File: src/sv/sipf_pkg.sv
`timescale 1ns / 1ps

package sipf_pkg;

   localparam logic [7:0] HDR_BYTE  = 8'hFF;
   localparam logic [7:0] MAX_COUNT = 8'd253;
   localparam logic [7:0] LEN_EXTRA = 8'd2;

   typedef enum logic {
      KIND_START = 1'b0,
      KIND_PARAM = 1'b1
   } kind_type;

   // Byte position inside a packet; parameter frames start at SLOT_MID
   typedef enum logic [2:0] {
      SLOT_HDR0 = 3'd0,
      SLOT_HDR1 = 3'd1,
      SLOT_ID   = 3'd2,
      SLOT_LEN  = 3'd3,
      SLOT_MID  = 3'd4,
      SLOT_CHK  = 3'd5
   } slot_type;

   typedef struct packed {
      logic       kind;
      logic [7:0] servo_id;
      logic [7:0] instruction;
      logic [7:0] param_count;
      logic [7:0] data_byte;
   } req_item_type;

   // Bytes one input item puts on the wire, replayed by the serializer
   typedef struct packed {
      slot_type   first;
      logic [7:0] servo_id;
      logic [7:0] len;
      logic [7:0] mid;
      logic [7:0] chk;
      logic       has_chk;
   } frame_type;

endpackage

File: src/sv/sipf_channels.sv
`timescale 1ns / 1ps

interface sipf_req_if;
   logic       valid;
   logic       ready;
   logic       kind;
   logic [7:0] servo_id;
   logic [7:0] instruction;
   logic [7:0] param_count;
   logic [7:0] data_byte;

   modport source (output valid, output kind, output servo_id, output instruction,
                   output param_count, output data_byte, input ready);
   modport sink   (input valid, input kind, input servo_id, input instruction,
                   input param_count, input data_byte, output ready);
endinterface

interface sipf_rsp_if;
   logic       valid;
   logic       ready;
   logic [7:0] tx_byte;
   logic       packet_end;

   modport source (output valid, output tx_byte, output packet_end, input ready);
   modport sink   (input valid, input tx_byte, input packet_end, output ready);
endinterface

File: src/sv/servo_instruction_packet_framer_core.sv
`timescale 1ns / 1ps

// Servo bus instruction packet framer. A start item (kind 0) emits 0xFF 0xFF,
// id, length (count+2, count capped at 253) and instruction, plus the checksum
// when the count is zero; each parameter item (kind 1) emits its byte and,
// after the last one, the inverted low-byte checksum with packet_end set.
// Parameter items outside a packet are dropped; a start abandons an open
// packet. Output runs at one byte per cycle while rsp_if.ready stays high,
// so a start item fills 5 or 6 result bytes and a parameter item 1 or 2.
// Packet state updates when an item is accepted; the frame then goes to the
// byte serializer's active register, or waits in a one-entry buffer ahead of
// it while a frame is being sent. req_if.ready drops only while that buffer
// is full, so a new item can be taken before the last frame is fully sent.
module servo_instruction_packet_framer_core (
   input logic       clock,
   input logic       reset,
   sipf_req_if.sink  req_if,
   sipf_rsp_if.source rsp_if
);
   import sipf_pkg::*;

   req_item_type item;
   frame_type    frame;
   logic         emit;
   logic         room;
   logic         accept;

   assign item.kind        = req_if.kind;
   assign item.servo_id    = req_if.servo_id;
   assign item.instruction = req_if.instruction;
   assign item.param_count = req_if.param_count;
   assign item.data_byte   = req_if.data_byte;

   assign req_if.ready = room;
   assign accept       = req_if.valid && room;

   sipf_builder u_builder (
      .clock  (clock),
      .reset  (reset),
      .accept (accept),
      .item   (item),
      .emit   (emit),
      .frame  (frame)
   );

   sipf_serializer u_serializer (
      .clock  (clock),
      .reset  (reset),
      .emit   (emit),
      .frame  (frame),
      .room   (room),
      .rsp_if (rsp_if)
   );

endmodule

File: src/sv/sipf_builder.sv
`timescale 1ns / 1ps

module sipf_builder (
   input  logic                  clock,
   input  logic                  reset,
   input  logic                  accept,
   input  sipf_pkg::req_item_type item,
   output logic                  emit,
   output sipf_pkg::frame_type   frame
);
   import sipf_pkg::*;

   logic [7:0] sum_acc_ff, sum_acc_in;
   logic [7:0] bytes_left_ff, bytes_left_in;
   logic       in_packet_ff, in_packet_in;

   logic [7:0] count;
   logic [7:0] len;
   logic [7:0] start_sum;
   logic [7:0] param_sum;
   logic [7:0] left_dec;

   always_comb begin
      count     = (item.param_count > MAX_COUNT) ? MAX_COUNT : item.param_count;
      len       = count + LEN_EXTRA;
      start_sum = item.servo_id + len + item.instruction;
      param_sum = sum_acc_ff + item.data_byte;
      left_dec  = (bytes_left_ff != 8'd0) ? bytes_left_ff - 8'd1 : 8'd0;

      sum_acc_in    = sum_acc_ff;
      bytes_left_in = bytes_left_ff;
      in_packet_in  = in_packet_ff;
      emit          = 1'b0;
      frame.first    = SLOT_HDR0;
      frame.servo_id = item.servo_id;
      frame.len      = len;
      frame.mid      = item.instruction;
      frame.chk      = ~start_sum;
      frame.has_chk  = (count == 8'd0);

      if (accept) begin
         if (item.kind == KIND_START) begin
            // a start abandons any open packet
            emit          = 1'b1;
            sum_acc_in    = start_sum;
            bytes_left_in = count;
            in_packet_in  = (count != 8'd0);
         end else if (in_packet_ff) begin
            emit          = 1'b1;
            frame.first   = SLOT_MID;
            frame.mid     = item.data_byte;
            frame.chk     = ~param_sum;
            frame.has_chk = (left_dec == 8'd0);
            sum_acc_in    = param_sum;
            bytes_left_in = left_dec;
            in_packet_in  = (left_dec != 8'd0);
         end
      end
   end

   always_ff @(posedge clock) begin
      if (reset) begin
         sum_acc_ff    <= 8'd0;
         bytes_left_ff <= 8'd0;
         in_packet_ff  <= 1'b0;
      end else begin
         sum_acc_ff    <= sum_acc_in;
         bytes_left_ff <= bytes_left_in;
         in_packet_ff  <= in_packet_in;
      end
   end

endmodule

File: src/sv/sipf_serializer.sv
`timescale 1ns / 1ps

module sipf_serializer (
   input  logic                clock,
   input  logic                reset,
   input  logic                emit,
   input  sipf_pkg::frame_type frame,
   output logic                room,
   sipf_rsp_if.source          rsp_if
);
   import sipf_pkg::*;

   frame_type act_ff, act_in;
   slot_type  slot_ff, slot_in;
   logic      act_valid_ff, act_valid_in;
   frame_type pend_ff, pend_in;
   logic      pend_valid_ff, pend_valid_in;

   logic last;
   logic take;
   logic act_free;

   assign room = !pend_valid_ff;

   always_comb begin
      case (slot_ff)
         SLOT_HDR0: rsp_if.tx_byte = HDR_BYTE;
         SLOT_HDR1: rsp_if.tx_byte = HDR_BYTE;
         SLOT_ID:   rsp_if.tx_byte = act_ff.servo_id;
         SLOT_LEN:  rsp_if.tx_byte = act_ff.len;
         SLOT_MID:  rsp_if.tx_byte = act_ff.mid;
         SLOT_CHK:  rsp_if.tx_byte = act_ff.chk;
         default:   rsp_if.tx_byte = act_ff.chk;
      endcase
   end

   assign rsp_if.valid      = act_valid_ff;
   assign rsp_if.packet_end = (slot_ff == SLOT_CHK);

   always_comb begin
      last     = (slot_ff == SLOT_CHK) || (slot_ff == SLOT_MID && !act_ff.has_chk);
      take     = rsp_if.valid && rsp_if.ready;
      act_free = !act_valid_ff || (take && last);

      act_in        = act_ff;
      slot_in       = slot_ff;
      act_valid_in  = act_valid_ff;
      pend_in       = pend_ff;
      pend_valid_in = pend_valid_ff;

      if (take && !last) begin
         slot_in = slot_type'(slot_ff + 3'd1);
      end

      if (act_free) begin
         // the pending frame goes first; otherwise a new one skips the buffer
         if (pend_valid_ff) begin
            act_in       = pend_ff;
            slot_in      = pend_ff.first;
            act_valid_in = 1'b1;
         end else begin
            act_in       = frame;
            slot_in      = frame.first;
            act_valid_in = emit;
         end
         pend_valid_in = 1'b0;
      end else if (emit) begin
         pend_in       = frame;
         pend_valid_in = 1'b1;
      end
   end

   always_ff @(posedge clock) begin
      act_ff  <= act_in;
      pend_ff <= pend_in;
      if (reset) begin
         slot_ff       <= SLOT_HDR0;
         act_valid_ff  <= 1'b0;
         pend_valid_ff <= 1'b0;
      end else begin
         slot_ff       <= slot_in;
         act_valid_ff  <= act_valid_in;
         pend_valid_ff <= pend_valid_in;
      end
   end

endmodule

File: src/flat_wrapper.sv
// flat-port wrapper written by rule: the top's interface ports become plain ports
module servo_instruction_packet_framer_core_flat import sipf_pkg::*;
  (clock, reset, req_if_valid, req_if_kind, req_if_servo_id, req_if_instruction, req_if_param_count, req_if_data_byte, req_if_ready, rsp_if_valid, rsp_if_tx_byte, rsp_if_packet_end, rsp_if_ready);
  sipf_req_if req_if_i ();
  sipf_rsp_if rsp_if_i ();
  input logic clock;
  input logic reset;
  input wire logic [$bits(req_if_i.valid)-1:0] req_if_valid;
  input wire logic [$bits(req_if_i.kind)-1:0] req_if_kind;
  input wire logic [$bits(req_if_i.servo_id)-1:0] req_if_servo_id;
  input wire logic [$bits(req_if_i.instruction)-1:0] req_if_instruction;
  input wire logic [$bits(req_if_i.param_count)-1:0] req_if_param_count;
  input wire logic [$bits(req_if_i.data_byte)-1:0] req_if_data_byte;
  output wire logic [$bits(req_if_i.ready)-1:0] req_if_ready;
  output wire logic [$bits(rsp_if_i.valid)-1:0] rsp_if_valid;
  output wire logic [$bits(rsp_if_i.tx_byte)-1:0] rsp_if_tx_byte;
  output wire logic [$bits(rsp_if_i.packet_end)-1:0] rsp_if_packet_end;
  input wire logic [$bits(rsp_if_i.ready)-1:0] rsp_if_ready;
  assign req_if_i.valid = req_if_valid;
  assign req_if_i.kind = req_if_kind;
  assign req_if_i.servo_id = req_if_servo_id;
  assign req_if_i.instruction = req_if_instruction;
  assign req_if_i.param_count = req_if_param_count;
  assign req_if_i.data_byte = req_if_data_byte;
  assign req_if_ready = req_if_i.ready;
  assign rsp_if_valid = rsp_if_i.valid;
  assign rsp_if_tx_byte = rsp_if_i.tx_byte;
  assign rsp_if_packet_end = rsp_if_i.packet_end;
  assign rsp_if_i.ready = rsp_if_ready;
  servo_instruction_packet_framer_core u_core (.clock(clock), .reset(reset), .req_if(req_if_i), .rsp_if(rsp_if_i));
endmodule
File: config.mk
export PLATFORM = sky130hd
export DESIGN_NAME = servo_instruction_packet_framer_core_flat
export DESIGN_NICKNAME = d
export VERILOG_FILES = /design/src/sv/sipf_pkg.sv /design/src/sv/sipf_channels.sv /design/src/sv/servo_instruction_packet_framer_core.sv /design/src/sv/sipf_builder.sv /design/src/sv/sipf_serializer.sv /design/src/flat_wrapper.sv
export SDC_FILE = /design/constraint.sdc
export NUM_CORES = 1
export LEC_CHECK = 0
export ABC_AREA = 0
export BUFFER_PORTS_ARGS = -buffer_cell sky130_fd_sc_hd__clkbuf_2
export CAP_MARGIN = 20
export CORE_ASPECT_RATIO = 0.75
export CORE_MARGIN = 3
export CORE_UTILIZATION = 35
export CTS_BUF_LIST = sky130_fd_sc_hd__clkbuf_4 sky130_fd_sc_hd__clkbuf_8
export DETAILED_ROUTE_END_ITERATION = 12
export GPL_ROUTABILITY_DRIVEN = 0
export GPL_TIMING_DRIVEN = 0
export SLEW_MARGIN = 20
export SYNTH_ARGS = -nofsm -noshare
export SYNTH_HDL_FRONTEND = slang
export SYNTH_HIERARCHICAL = 1
export SYNTH_SLANG_ARGS = --single-unit
export TNS_END_PERCENT = 100
File: constraint.sdc
create_clock -name clock -period 4.7 [get_ports clock]
set_input_delay 0.47 -clock clock [delete_from_list [all_inputs] [get_ports clock]]
set_output_delay 0.47 -clock clock [all_outputs]
set_load 0.005 [all_outputs]
== Yosys cells after proc, flatten, opt, wreduce, memory -nomap -nowiden ==
Cells that the tools add are included.
Storage, ports and cells
  memory bits (read-only): 0
  bits in registers: 91
  logic and storage cells: 78
  output and inout bits: 11
  bits in writable memories: 0
  latch bits: 0
  memories kept: 0
  input bits: 37
Cells by class
  bitwise gates (word level): 3
  equal/unequal tests: 6
  shift operators: 0
  multiplexer cells: 23
  reductions and logical operators: 22
  $mul: 0
  divide/modulo/power cells: 0
  add/sub/neg operators: 6
  magnitude comparators: 1
Operators by type and width (count)
  two-way mux 17 bit: 3
  two-way mux 8 bit: 6
  two-way mux 33 bit: 1
  case mux 8 bit (4 select lines): 1
  adder 8 bit: 3
  nonzero test 8 bit: 3
  two-way mux 3 bit: 6
  zero test 8 bit: 2
  NOT 8 bit: 2
  adder 8 x 2 -> 8 bit, second input constant: 1
  greater-than comparator 8 bit, second input constant: 1
  subtractor 8 x 1 -> 8 bit, second input constant: 1
  == test 3 x 2 -> 1 bit, second input constant: 2
  == test 3 bit, second input constant: 2
  two-way mux 1 bit: 6
  logical AND 1 bit: 5
  zero test 1 bit: 4
  AND reduction 2 bit: 2
  OR reduction 2 bit: 2
  adder 3 x 1 -> 3 bit, second input constant: 1
  == test 3 x 1 -> 1 bit, second input constant: 1
  zero test 3 bit: 1
  logical OR 1 bit: 2
  inequality test 2 x 1 -> 1 bit, second input constant: 1
  2 further kinds: 2

== Logic depth before layout (Yosys ltp) ==
Gate-level depths: netlist (run 1).
  word-level depth: 10
  depth in mapped cells: 16
  mapped depth without buffers: 15

== Cells and area by module ==
Netlist (run 1), hierarchy kept.
By module, submodules not included
  sipf_serializer: instances 1, seq. area each 2172.1 µm², area each 3090.5 µm², cells each 187
  sipf_builder: instances 1, seq. area each 340.3 µm², area each 2053.2 µm², cells each 249
  servo_instruction_packet_framer_core: instances 1, seq. area each 0.0 µm², area each 6.3 µm², cells each 1

== Worst setup path before layout (run 1) ==
OpenSTA, ideal clock, no wires.
  path type: in2reg
  start: input req_if_param_count[3]
  end: register u_core/u_serializer/act_ff[8] in the netlist's numbering (data pin)
  library setup time: 260 ps
  stages on the path: 15
  path buffers: 1
  setup slack: 885 ps
  required time: 4440 ps
  arrival time: 3556 ps
  cell sequence: clkbuf_2 -> nand3_1 -> o21ai_0 -> inv_1 -> ha_1 -> xor2_1 -> fa_1 -> ha_1 -> nor2b_1 -> o31a_1 -> o21ai_0 -> nand2_1 -> xnor2_1 -> o21a_1 -> mux2_2
RTL lines
  from (decl): RTL line flat_wrapper.sv:12  | input wire logic [$bits(req_if_i.param_count)-1:0] req_if_param_count;
  to (signal assigned): RTL line sipf_serializer.sv:74  | act_ff <= act_in;
  to (decl): RTL line sipf_serializer.sv:13  | frame_type act_ff, act_in;

==> flow_metrics.py, run 1 <==
metrics = {
    "flow_run": {
        "maxCapViolCount": 0,
    },
    "clock_network": {
        "cts_root_buf": "clkbuf_8",
        "htree_levels": 3,
        "max-clock-path-buffers": 2,
        "cts_resized": 0,
        "cts_tree": "yes",
        "clkTransAtPathRegs_ns": 0.09,
        "post-cts-setup-buffers": 0,
        "clk_latency_ns": 0.36,
        "postCtsHoldBufs": 0,
        "cts_buffers": 9,
        "cts_sinks": 91,
    },
    "route": {
        "antenna_left": 0,
        "vias_per_cell": 5.28,
        "dr.pass1.iters": 5,
        "wirelength_um": 12600,
        "drtIter0Drc": 313,
        "drc": 0,
        "vias": 3677,
        "wire_per_inst_um": 18.2,
    },
    "synth": {
        "ys_ff_latch": 91,
        "yosysWarnings": 6,
        "synth_edf_count": 69,
        "synthDistinctLibCells": 61,
        "ys_seq_area_share_pct": 48.8,
        "synthCells": 437,
        "syn_area_um2": 5150,
        "ys.flop_type": "edfxtp_1",
        "synth.top_cell.area_share_pct": 40.2,
        "yosys-top-cells-area": "edfxtp_1, mux2_2, dfxtp_1",
        "async_flop_share_pct": 0,
        "yosysTopAreaCell": "edfxtp_1",
        "avgSynthCellArea_um2": 11.8,
    },
    "critical_path": {
        "worstSetupPathType": "input pin to register",
        "start_kind": "input pin",
        "crit_path_end_kind": "register",
        "slowest_stage": "o21ai_0",
        "max_stage_delay_ns": 0.54,
        "critPathTopFamily": "compound AO/OA/AOI/OAI gates",
        "critPathMaxFanout": 6,
        "worstPathCellList": "clkbuf_2, nand3_1, o21ai_0, inv_1, ha_1, xor2_1, fa_1, ha_1, nor2b_1, o31a_1, o21ai_0, nand2_1, xnor2_1, o21a_1, mux2_2",
        "crit_buf_inv": 2,
        "crit_required_ns": 4.81,
        "cp.arrival_ns": 4.38,
    },
    "global_route": {
        "grt_pass1_vias": 3571,
        "antenna_found_initial": 0,
        "grt_max_degree": 25,
        "grt.overflow.total": 0,
        "grt_pass1_wl_um": 20100,
        "track_usage_pct": 15.8,
    },
    "placement": {
        "preCtsSetupSlack_ns": 0.0717,
        "dp.cells": 680,
        "post-dp-hpwl_um": 9730,
        "io_buffers": 45,
        "place_area_um2": 5690,
    },
    "power_and_ir_drop": {
        "finalPower_mw": 2.12,
        "max-vdd-ir-drop_mv": 0.143,
        "leakage_nw": 2.29,
        "power_density_nw_per_um2": 358,
    },
    "floorplan": {
        "core_um2": 14100,
        "die_w_um": 146,
        "initial_utilization_pct": 36.6,
        "die-area_um2": 16200,
        "rows": 37,
        "fp.dieH_um": 111,
        "boundaryPins": 48,
    },
    "sta": {
        "slew_viol_final": 0,
        "fin_ws_ns": 0.427,
        "whs_ns": 0.338,
        "max_freq_mhz": 234,
        "fin_crit_ns": 4.27,
        "relSlewSlack_pct": 55.5,
        "tightest_slew_ns": 0.667,
        "finalCritPeriodShare_pct": 90.9,
        "tns_ns": 0,
        "fin_skew_ns": 0.00900,
        "finalSetupViolCount": 0,
        "hold_viol": 0,
        "rsz0062_at_grt": "no",
    },
    "finish": {
        "nets": 562,
        "layout_common_cells": "edfxtp_1, clkbuf_2, mux2_2",
        "syn2layout_area_growth_pct": 14.9,
        "layout_commonest_cell": "edfxtp_1",
        "final_util_pct": 42.0,
        "antennaDiodeCount": 0,
        "layout-drive-gt1-share_pct": 28.1,
        "final_cells": 696,
        "fin_area_um2": 5920,
    },
    "worst_hold_path": {
        "hold_path_class": "input pin to register",
    },
    "run_status": {
        "status": "finished, final reports clean",
    },
}
## kinds of logic (layout without fill, tap and decap cells)
| family | Yosys count | in the layout | synth area share (%) |
|---|---|---|---|
| AOI/OAI and AO/OA | 98 | 98 | 13.1 |
| xor gates and xnor gates | 19 | 19 | 3.50 |
| adders and majority gates | 29 | 29 | 8.36 |
| buffers and inverters | 53 | 116 | 6.29 |
| DFF | 91 | 91 | 48.8 |
| muxes | 53 | 53 | 11.3 |
| other | 1 | 2 | 0.0728 |
| and+or+nand+nor | 93 | 93 | 8.55 |
## flip-flops by register name, summed over array words and instances (netlist names)
| signal | count |
|---|---|
| u_core/u_builder/bytes_left_ff | 8 |
| u_core/u_builder/in_packet_ff | 1 |
| u_core/u_builder/sum_acc_ff | 8 |
| u_core/u_serializer/act_ff | 33 |
| u_core/u_serializer/pend_ff | 36 |
| u_core/u_serializer/pend_valid_ff | 1 |
| u_core/u_serializer/rsp_if.valid | 1 |
| u_core/u_serializer/slot_ff | 3 |
## cells in the mapped netlist (2+ instances only)
master	count
edfxtp_1	69
o221ai_1	4
nand3_1	5
o21a_1	5
o21bai_1	3
mux2_2	42
a211oi_1	8
buf_6	3
a21o_1	4
nand3b_1	2
nand2_1	22
clkbuf_1	4
a32oi_1	5
nand2_2	2
o21ai_2	2
xnor2_1	10
dfxtp_1	22
or3_1	2
mux2i_1	11
a21oi_1	27
nor2_1	36
a311oi_1	3
clkbuf_8	5
and3_1	3
o21ai_0	15
a31oi_1	4
inv_1	24
ha_1	20
buf_4	13
nor4_1	2
fa_1	9
nor3_1	7
nor2b_1	2
a222oi_1	4
and2_1	2
o2bb2ai_1	3
buf_2	2
xor2_1	8
## layout make-up
cell class	count	area (um^2)
inverters	24	90.1
multi-input cells	294	2330
repair buffers	47	280
fillers	1361	8160
clock inverters	7	98.8
well taps	195	244
clock buffers	9	124
flip-flops and latches	91	2510
plain buffers	29	234
## worst paths after layout
check | slack, ns | from | end | cells past startpoint
setup / recovery | 0.43 | req_if_param_count[4] | u_core/u_serializer/act_ff[8] | 15
hold / removal | 0.34 | rsp_if_ready | u_core/u_serializer/slot_ff[1] | 2
setup reg to reg | 1.70 | u_core/u_serializer/pend_valid_ff | u_core/u_serializer/pend_ff[7] | 10
hold reg to reg | 0.47 | u_core/u_builder/sum_acc_ff[3] | u_core/u_builder/sum_acc_ff[3] | 2
## routing by layer
layer / routed length (um) / vias to the layer above / track usage (%)
li1: - / 1732 / -
met1: 6240 / 1806 / 24.2
met2: 5520 / 128 / 23.2
met3: 827 / 11 / 3.15
met4: 63 / 0 / 3.01
met5: 0 / - / 0
## power breakdown
part           switching, mW  internal, mW
clock network          0.292         0.305
logic                  0.289         0.234
registers             0.0345         0.965
Note: power is estimated with default switching activity, not from simulation.
==> inputs of run 2 (changes only) <==
- ABC_AREA: 0 -> 1
- CAP_MARGIN: 20 -> unset
- CORE_UTILIZATION: 35 -> 45
==> run 2 against run 1 <==
Die area shrank 17%. Worst setup slack gained 0.59 ns. Maximum frequency grew 16%. Sequential power grew 9%. Cell count grew 30%. Register-to-register slack is essentially flat. Synthesized cell count grew 54%. Critical path type unchanged. Critical endpoint is now u_core/u_serializer/act_ff[7]. Largest power group unchanged.
==> flow_metrics.py, run 2 <==
metrics = {
    "run_status": {
        "status": "finished, final reports clean",
    },
    "clock_network": {
        "cts_resized": 0,
        "cts_buffers": 9,
        "cts_root_buf": "clkbuf_8",
        "post-cts-setup-buffers": 0,
        "cts_sinks": 91,
        "cts_tree": "yes",
        "max-clock-path-buffers": 2,
        "clk_latency_ns": 0.37,
        "htree_levels": 3,
        "postCtsHoldBufs": 0,
        "clkTransAtPathRegs_ns": 0.10,
    },
    "floorplan": {
        "fp.dieH_um": 101,
        "initial_utilization_pct": 46.6,
        "core_um2": 11700,
        "boundaryPins": 48,
        "rows": 34,
        "die_w_um": 133,
        "die-area_um2": 13500,
    },
    "finish": {
        "final_cells": 903,
        "largest_register_ffs": 36,
        "layout-drive-gt1-share_pct": 15.1,
        "largest_register": "u_core/u_serializer/pend_ff",
        "fillCellCount": 1176,
        "largestRegisters": "u_core/u_serializer/pend_ff: 36 flops, u_core/u_serializer/act_ff: 33 flops",
        "syn2layout_area_growth_pct": 13.7,
        "nets": 802,
        "layout_common_cells": "nand2_1, inv_1, edfxtp_1",
        "antennaDiodeCount": 0,
        "layout_commonest_cell": "nand2_1",
    },
    "global_route": {
        "grt_pass1_wl_um": 22400,
        "top_usage_layer": "met2",
        "use_met3_pct": 4.42,
        "antenna_found_initial": 0,
        "track_usage_pct": 21.3,
        "grt_util_met1_pct": 30.5,
        "grt.overflow.total": 0,
        "grt_pass1_vias": 4395,
        "grt_util_met2_pct": 33.8,
        "grt_max_degree": 27,
    },
    "sta": {
        "rsz0062_at_grt": "no",
        "hold_viol": 0,
        "fin_ws_ns": 1.01,
        "finalSetupViolCount": 0,
        "fin_skew_ns": 0.00725,
        "tightest_slew_ns": 0.576,
        "finalCritPeriodShare_pct": 78.4,
        "slew_viol_final": 0,
        "max_freq_mhz": 271,
        "fin_crit_ns": 3.69,
        "relSlewSlack_pct": 61.6,
    },
    "flow_run": {
        "maxCapViolCount": 0,
    },
    "power_and_ir_drop": {
        "max-vdd-ir-drop_mv": 0.162,
        "p_clk_share_pct": 26.3,
        "switching_share_pct": 34.1,
        "power.switching_mw": 0.867,
        "power_density_nw_per_um2": 409,
        "p_int_mw": 1.68,
        "combinationalPowerShare_pct": 31.0,
        "leakage_nw": 2.95,
        "p_seq_share_pct": 42.7,
    },
    "synth": {
        "ys_seq_area_share_pct": 45.9,
        "yosysTopAreaCell": "edfxtp_1",
        "avgSynthCellArea_um2": 8.10,
        "synth.top_cell.area_share_pct": 37.9,
        "synth_common_cells": "nand2_1, inv_1, edfxtp_1, nor2_1, nand3_1",
        "synthCells": 675,
        "synth_edf_count": 69,
        "yosysWarnings": 6,
        "ys.flop_type": "edfxtp_1",
        "yosysMostFrequentCell": "nand2_1",
        "yosys-top-cells-area": "edfxtp_1, nand2_1, dfxtp_1",
        "syn_area_um2": 5470,
        "async_flop_share_pct": 0,
        "ys_ff_latch": 91,
        "synthDistinctLibCells": 44,
    },
    "placement": {
        "io_buffers": 47,
        "preCtsSetupSlack_ns": 0.630,
        "dp.cells": 887,
        "post-dp-hpwl_um": 10700,
    },
    "critical_path": {
        "critPathMaxFanout": 5,
        "critPathTopFamily": "simple AND/OR/NAND/NOR gates",
        "cp_common_cell": "nand2_1",
        "start_kind": "input pin",
        "crit_buf_inv": 4,
        "worstPathCellList": "clkbuf_2, inv_1, nor3_1, nand3_1, nand2_1, inv_1, ha_1, nand3_2, xor2_1, fa_1, ha_1, nand2_1, or2_2, nand4_1, nand3_1, o21ai_0, inv_1, nand2_1, nand2_1",
        "worstSetupPathType": "input pin to register",
        "rrSetupSlack_ns": 1.71,
        "cp.arrival_ns": 3.81,
        "max_stage_delay_ns": 0.47,
        "slowest_stage": "fa_1",
        "crit_required_ns": 4.83,
        "crit_path_end_kind": "register",
    },
    "route": {
        "vias": 4583,
        "drtIter0Drc": 322,
        "dr.pass1.iters": 5,
        "vias_per_cell": 5.08,
        "wirelength_um": 13700,
        "antenna_left": 0,
        "wire_per_inst_um": 15.2,
        "drc": 0,
    },
    "worst_hold_path": {
        "hold_path_class": "input pin to register",
    },
}
-- run 2: changes by cell type after synthesis, moves of 11 or more --
| cell | previous run | this run |
|---|---|---|
| o21ai_0 | 15 | 27 |
| mux2i_1 | 11 | 0 |
| inv_1 | 24 | 72 |
| nand3_1 | 5 | 45 |
| mux2_2 | 42 | 0 |
| nand2_1 | 22 | 243 |
| nor2_1 | 36 | 51 |
| nand4_1 | 0 | 12 |
-- run 2: worst paths after layout --
path                                                        start  cells after the start                          endpoint
worst max-delay path                        req_if_param_count[4]                     19     u_core/u_serializer/act_ff[7]
worst min-delay path                                        reset                      2  u_core/u_serializer/rsp_if.valid
worst max register to register  u_core/u_serializer/pend_valid_ff                     10   u_core/u_serializer/pend_ff[21]
worst min register to register    u_core/u_serializer/pend_ff[16]                      2    u_core/u_serializer/act_ff[16]
-- run 2: power groups by stage --
stage	combinational (mW)	clock (mW)	sequential, mW
floorplan	0.535	0	1.09
global placement	0.751	0	1.11
detailed placement	0.784	0	1.10
CTS	0.791	0.691	1.09
global route	0.898	0.721	1.10
finish	0.790	0.669	1.09
-- run 2: per-layer routing --
layer  vias to the layer above  share of wire, %
li1                       2309                 -
met3                        15               4.3
met1                      2146                50
met5                         -                 0
met4                         0               1.0
met2                       113                45
-- run 2: cell type report --
class | instances | area (um^2) | area share, %
flip-flops and latches | 91 | 2510 | 40.4
multi-input cells | 479 | 2480 | 40.0
inverters | 78 | 295 | 4.75
repair buffers | 49 | 275 | 4.43
well taps | 162 | 203 | 3.26
plain buffers | 28 | 194 | 3.12
clock inverters | 7 | 130 | 2.09
clock buffers | 9 | 124 | 1.99
-- run 2: kinds of logic (layout without fill, tap and decap cells) --
family,Yosys count,count (layout),synth area share (%)
simple gates,368,368,28.0
buf+inv,106,171,8.94
flops,91,91,45.9
compound gates,71,71,7.71
fa+ha+maj,29,29,7.87
xor+xnor,9,9,1.44
other cells,1,2,0.0686
-- run 2: stage by stage --
| step | instance area (um^2) | TNS, ns | total power, mW | util (%) | hold slack, ns |
|---|---|---|---|---|---|
| 3_3_place_gp | 5910 | -3.73 | 1.86 | 50.4 | 0.501 |
| 5_1_grt | 6220 | 0 | 2.72 | 53.0 | 0.354 |
| 4_1_cts | 6220 | 0 | 2.57 | 53.0 | 0.362 |
| 6_report | 6220 | 0 | 2.55 | 53.0 | 0.376 |
| 2_1_floorplan | 5470 | 0 | 1.62 | - | 0.494 |
| 3_5_place_dp | 5960 | 0 | 1.89 | 50.8 | 0.502 |
==> inputs of run 3 (changes only) <==
- clock period: 4.7 -> 3.7 ns (I/O delays scaled with it)
==> run 3 against run 2 <==
Register-to-register slack worse by 0.99 ns. Routed wire length down 0.25%. Via count down 0.92%. Largest cell class unchanged. Die area unchanged. Combinational power up 27%.
==> flow_metrics.py, run 3 (same netlist as run 2, synthesis figures left out) <==
metrics = {
    "sta": {
        "max_freq_mhz": 291,
        "fin_ws_ns": 0.263,
        "tns_ns": 0,
        "slew_viol_final": 0,
        "finalSetupViolCount": 0,
        "relSlewSlack_pct": 61.6,
        "rsz0062_at_grt": "no",
        "hold_viol": 0,
        "whs_ns": 0.275,
        "fin_crit_ns": 3.44,
        "finalCritPeriodShare_pct": 92.9,
        "tightest_slew_ns": 0.576,
        "fin_skew_ns": 0.00801,
    },
    "floorplan": {
        "die-area_um2": 13500,
        "die_w_um": 133,
        "core_um2": 11700,
        "rows": 34,
        "boundaryPins": 48,
        "fp.dieH_um": 101,
        "initial_utilization_pct": 46.6,
    },
    "critical_path": {
        "cp.arrival_ns": 3.57,
        "crit_required_ns": 3.83,
        "start_kind": "input pin",
        "rrSetupSlack_ns": 0.72,
        "worst-r2r-cell-count": 10,
        "critPathMaxFanout": 5,
        "worstSetupPathType": "input pin to register",
        "crit_path_end_kind": "register",
    },
    "finish": {
        "nets": 802,
        "seqCellArea_um2": 2510,
        "antennaDiodeCount": 0,
        "syn2layout_area_growth_pct": 14.0,
        "largest_register": "u_core/u_serializer/pend_ff",
        "layout-drive-gt1-share_pct": 15.5,
        "multi_input_area_um2": 2500,
        "layout_common_cells": "nand2_1, inv_1, edfxtp_1",
        "final_cells": 903,
        "fin_area_um2": 6240,
        "final_util_pct": 53.1,
        "fillCellCount": 1174,
        "largest_register_ffs": 36,
        "layout_commonest_cell": "nand2_1",
        "largestRegisters": "u_core/u_serializer/pend_ff: 36 flops, u_core/u_serializer/act_ff: 33 flops",
    },
    "route": {
        "wire_per_inst_um": 15.2,
        "drtIter0Drc": 294,
        "drc": 0,
        "wirelength_um": 13700,
        "vias": 4541,
        "antenna_left": 0,
        "vias_per_cell": 5.03,
        "dr.pass1.iters": 5,
    },
    "clock_network": {
        "cts_root_buf": "clkbuf_8",
        "cts_tree": "yes",
        "cts_buffers": 9,
        "post-cts-setup-buffers": 0,
        "cts_sinks": 91,
        "clk_latency_ns": 0.37,
        "clkTransAtPathRegs_ns": 0.10,
        "max-clock-path-buffers": 2,
        "htree_levels": 3,
    },
    "placement": {
        "preCtsSetupSlack_ns": -0.270,
        "place_area_um2": 5960,
        "io_buffers": 47,
        "post-dp-hpwl_um": 10700,
        "dp.cells": 887,
    },
    "global_route": {
        "grt_pass1_vias": 4395,
        "track_usage_pct": 21.3,
        "grt.overflow.total": 0,
        "antenna_found_initial": 0,
        "grt_pass1_wl_um": 22400,
        "grt_max_degree": 27,
    },
    "worst_hold_path": {
        "hold_depth": 2,
        "hold_path_class": "input pin to register",
    },
    "power_and_ir_drop": {
        "max-vdd-ir-drop_mv": 0.206,
        "finalPower_mw": 3.23,
        "power_density_nw_per_um2": 519,
        "leakage_nw": 2.95,
    },
    "flow_run": {
        "maxCapViolCount": 0,
    },
    "run_status": {
        "status": "finished, final reports clean",
    },
}
[run 3: cell count changes in the layout (fill, tap and decap cells not counted)]
| cell | delta |
|---|---|
| ha_2 | +1 |
| xor2_2 | +2 |
| xor2_1 | -2 |
| ha_1 | -1 |
[run 3: timing repair]
item,4_1_cts,5_1_grt
hold buffers,0,0
gates resized for setup,0,3
setup endpoints to repair,0,3
[run 3: worst max-delay path, stage by stage]
cell	delay, ns
clkbuf_2	0.16
inv_1	0.07
nor3_1	0.18
nand3_1	0.11
nand2_1	0.16
inv_1	0.14
ha_2	0.23
nand3_2	0.11
xor2_2	0.25
fa_1	0.44
ha_1	0.38
nand2_1	0.09
or2_2	0.31
nand4_1	0.10
nand3_1	0.08
o21ai_0	0.15
inv_1	0.10
nand2_1	0.08
nand2_1	0.07
[run 3: cell type report]
class,instances,share of cell area (%)
multi-input combinational,479,40.1
timing repair buffer,49,4.41
buffer,28,3.11
tap,162,3.25
inverter,78,4.74
clock inverter,7,2.09
clock buffer,9,1.99
sequential,91,40.3
[run 3: power breakdown]
group	switching (mW)	internal, mW	total, mW
Sequential	0.0656	1.31	1.38
Combinational	0.645	0.359	1.00
Clock	0.390	0.462	0.852
[run 3: path summary, 6_finish.rpt]
| path | end | start |
|---|---|---|
| min | u_core/u_serializer/rsp_if.valid | reset |
| max reg2reg | u_core/u_serializer/pend_ff[22] | u_core/u_serializer/pend_valid_ff |
| max | u_core/u_serializer/act_ff[7] | req_if_param_count[4] |
| min reg2reg | u_core/u_serializer/act_ff[16] | u_core/u_serializer/pend_ff[16] |
[run 3: layer usage]
metal	vias up	GRT usage, %	routed length, um
li1	2310	-	-
met2	96	33.8	6140
met5	-	0	0
met1	2123	30.5	6860
met3	12	4.42	549
met4	0	4.51	141
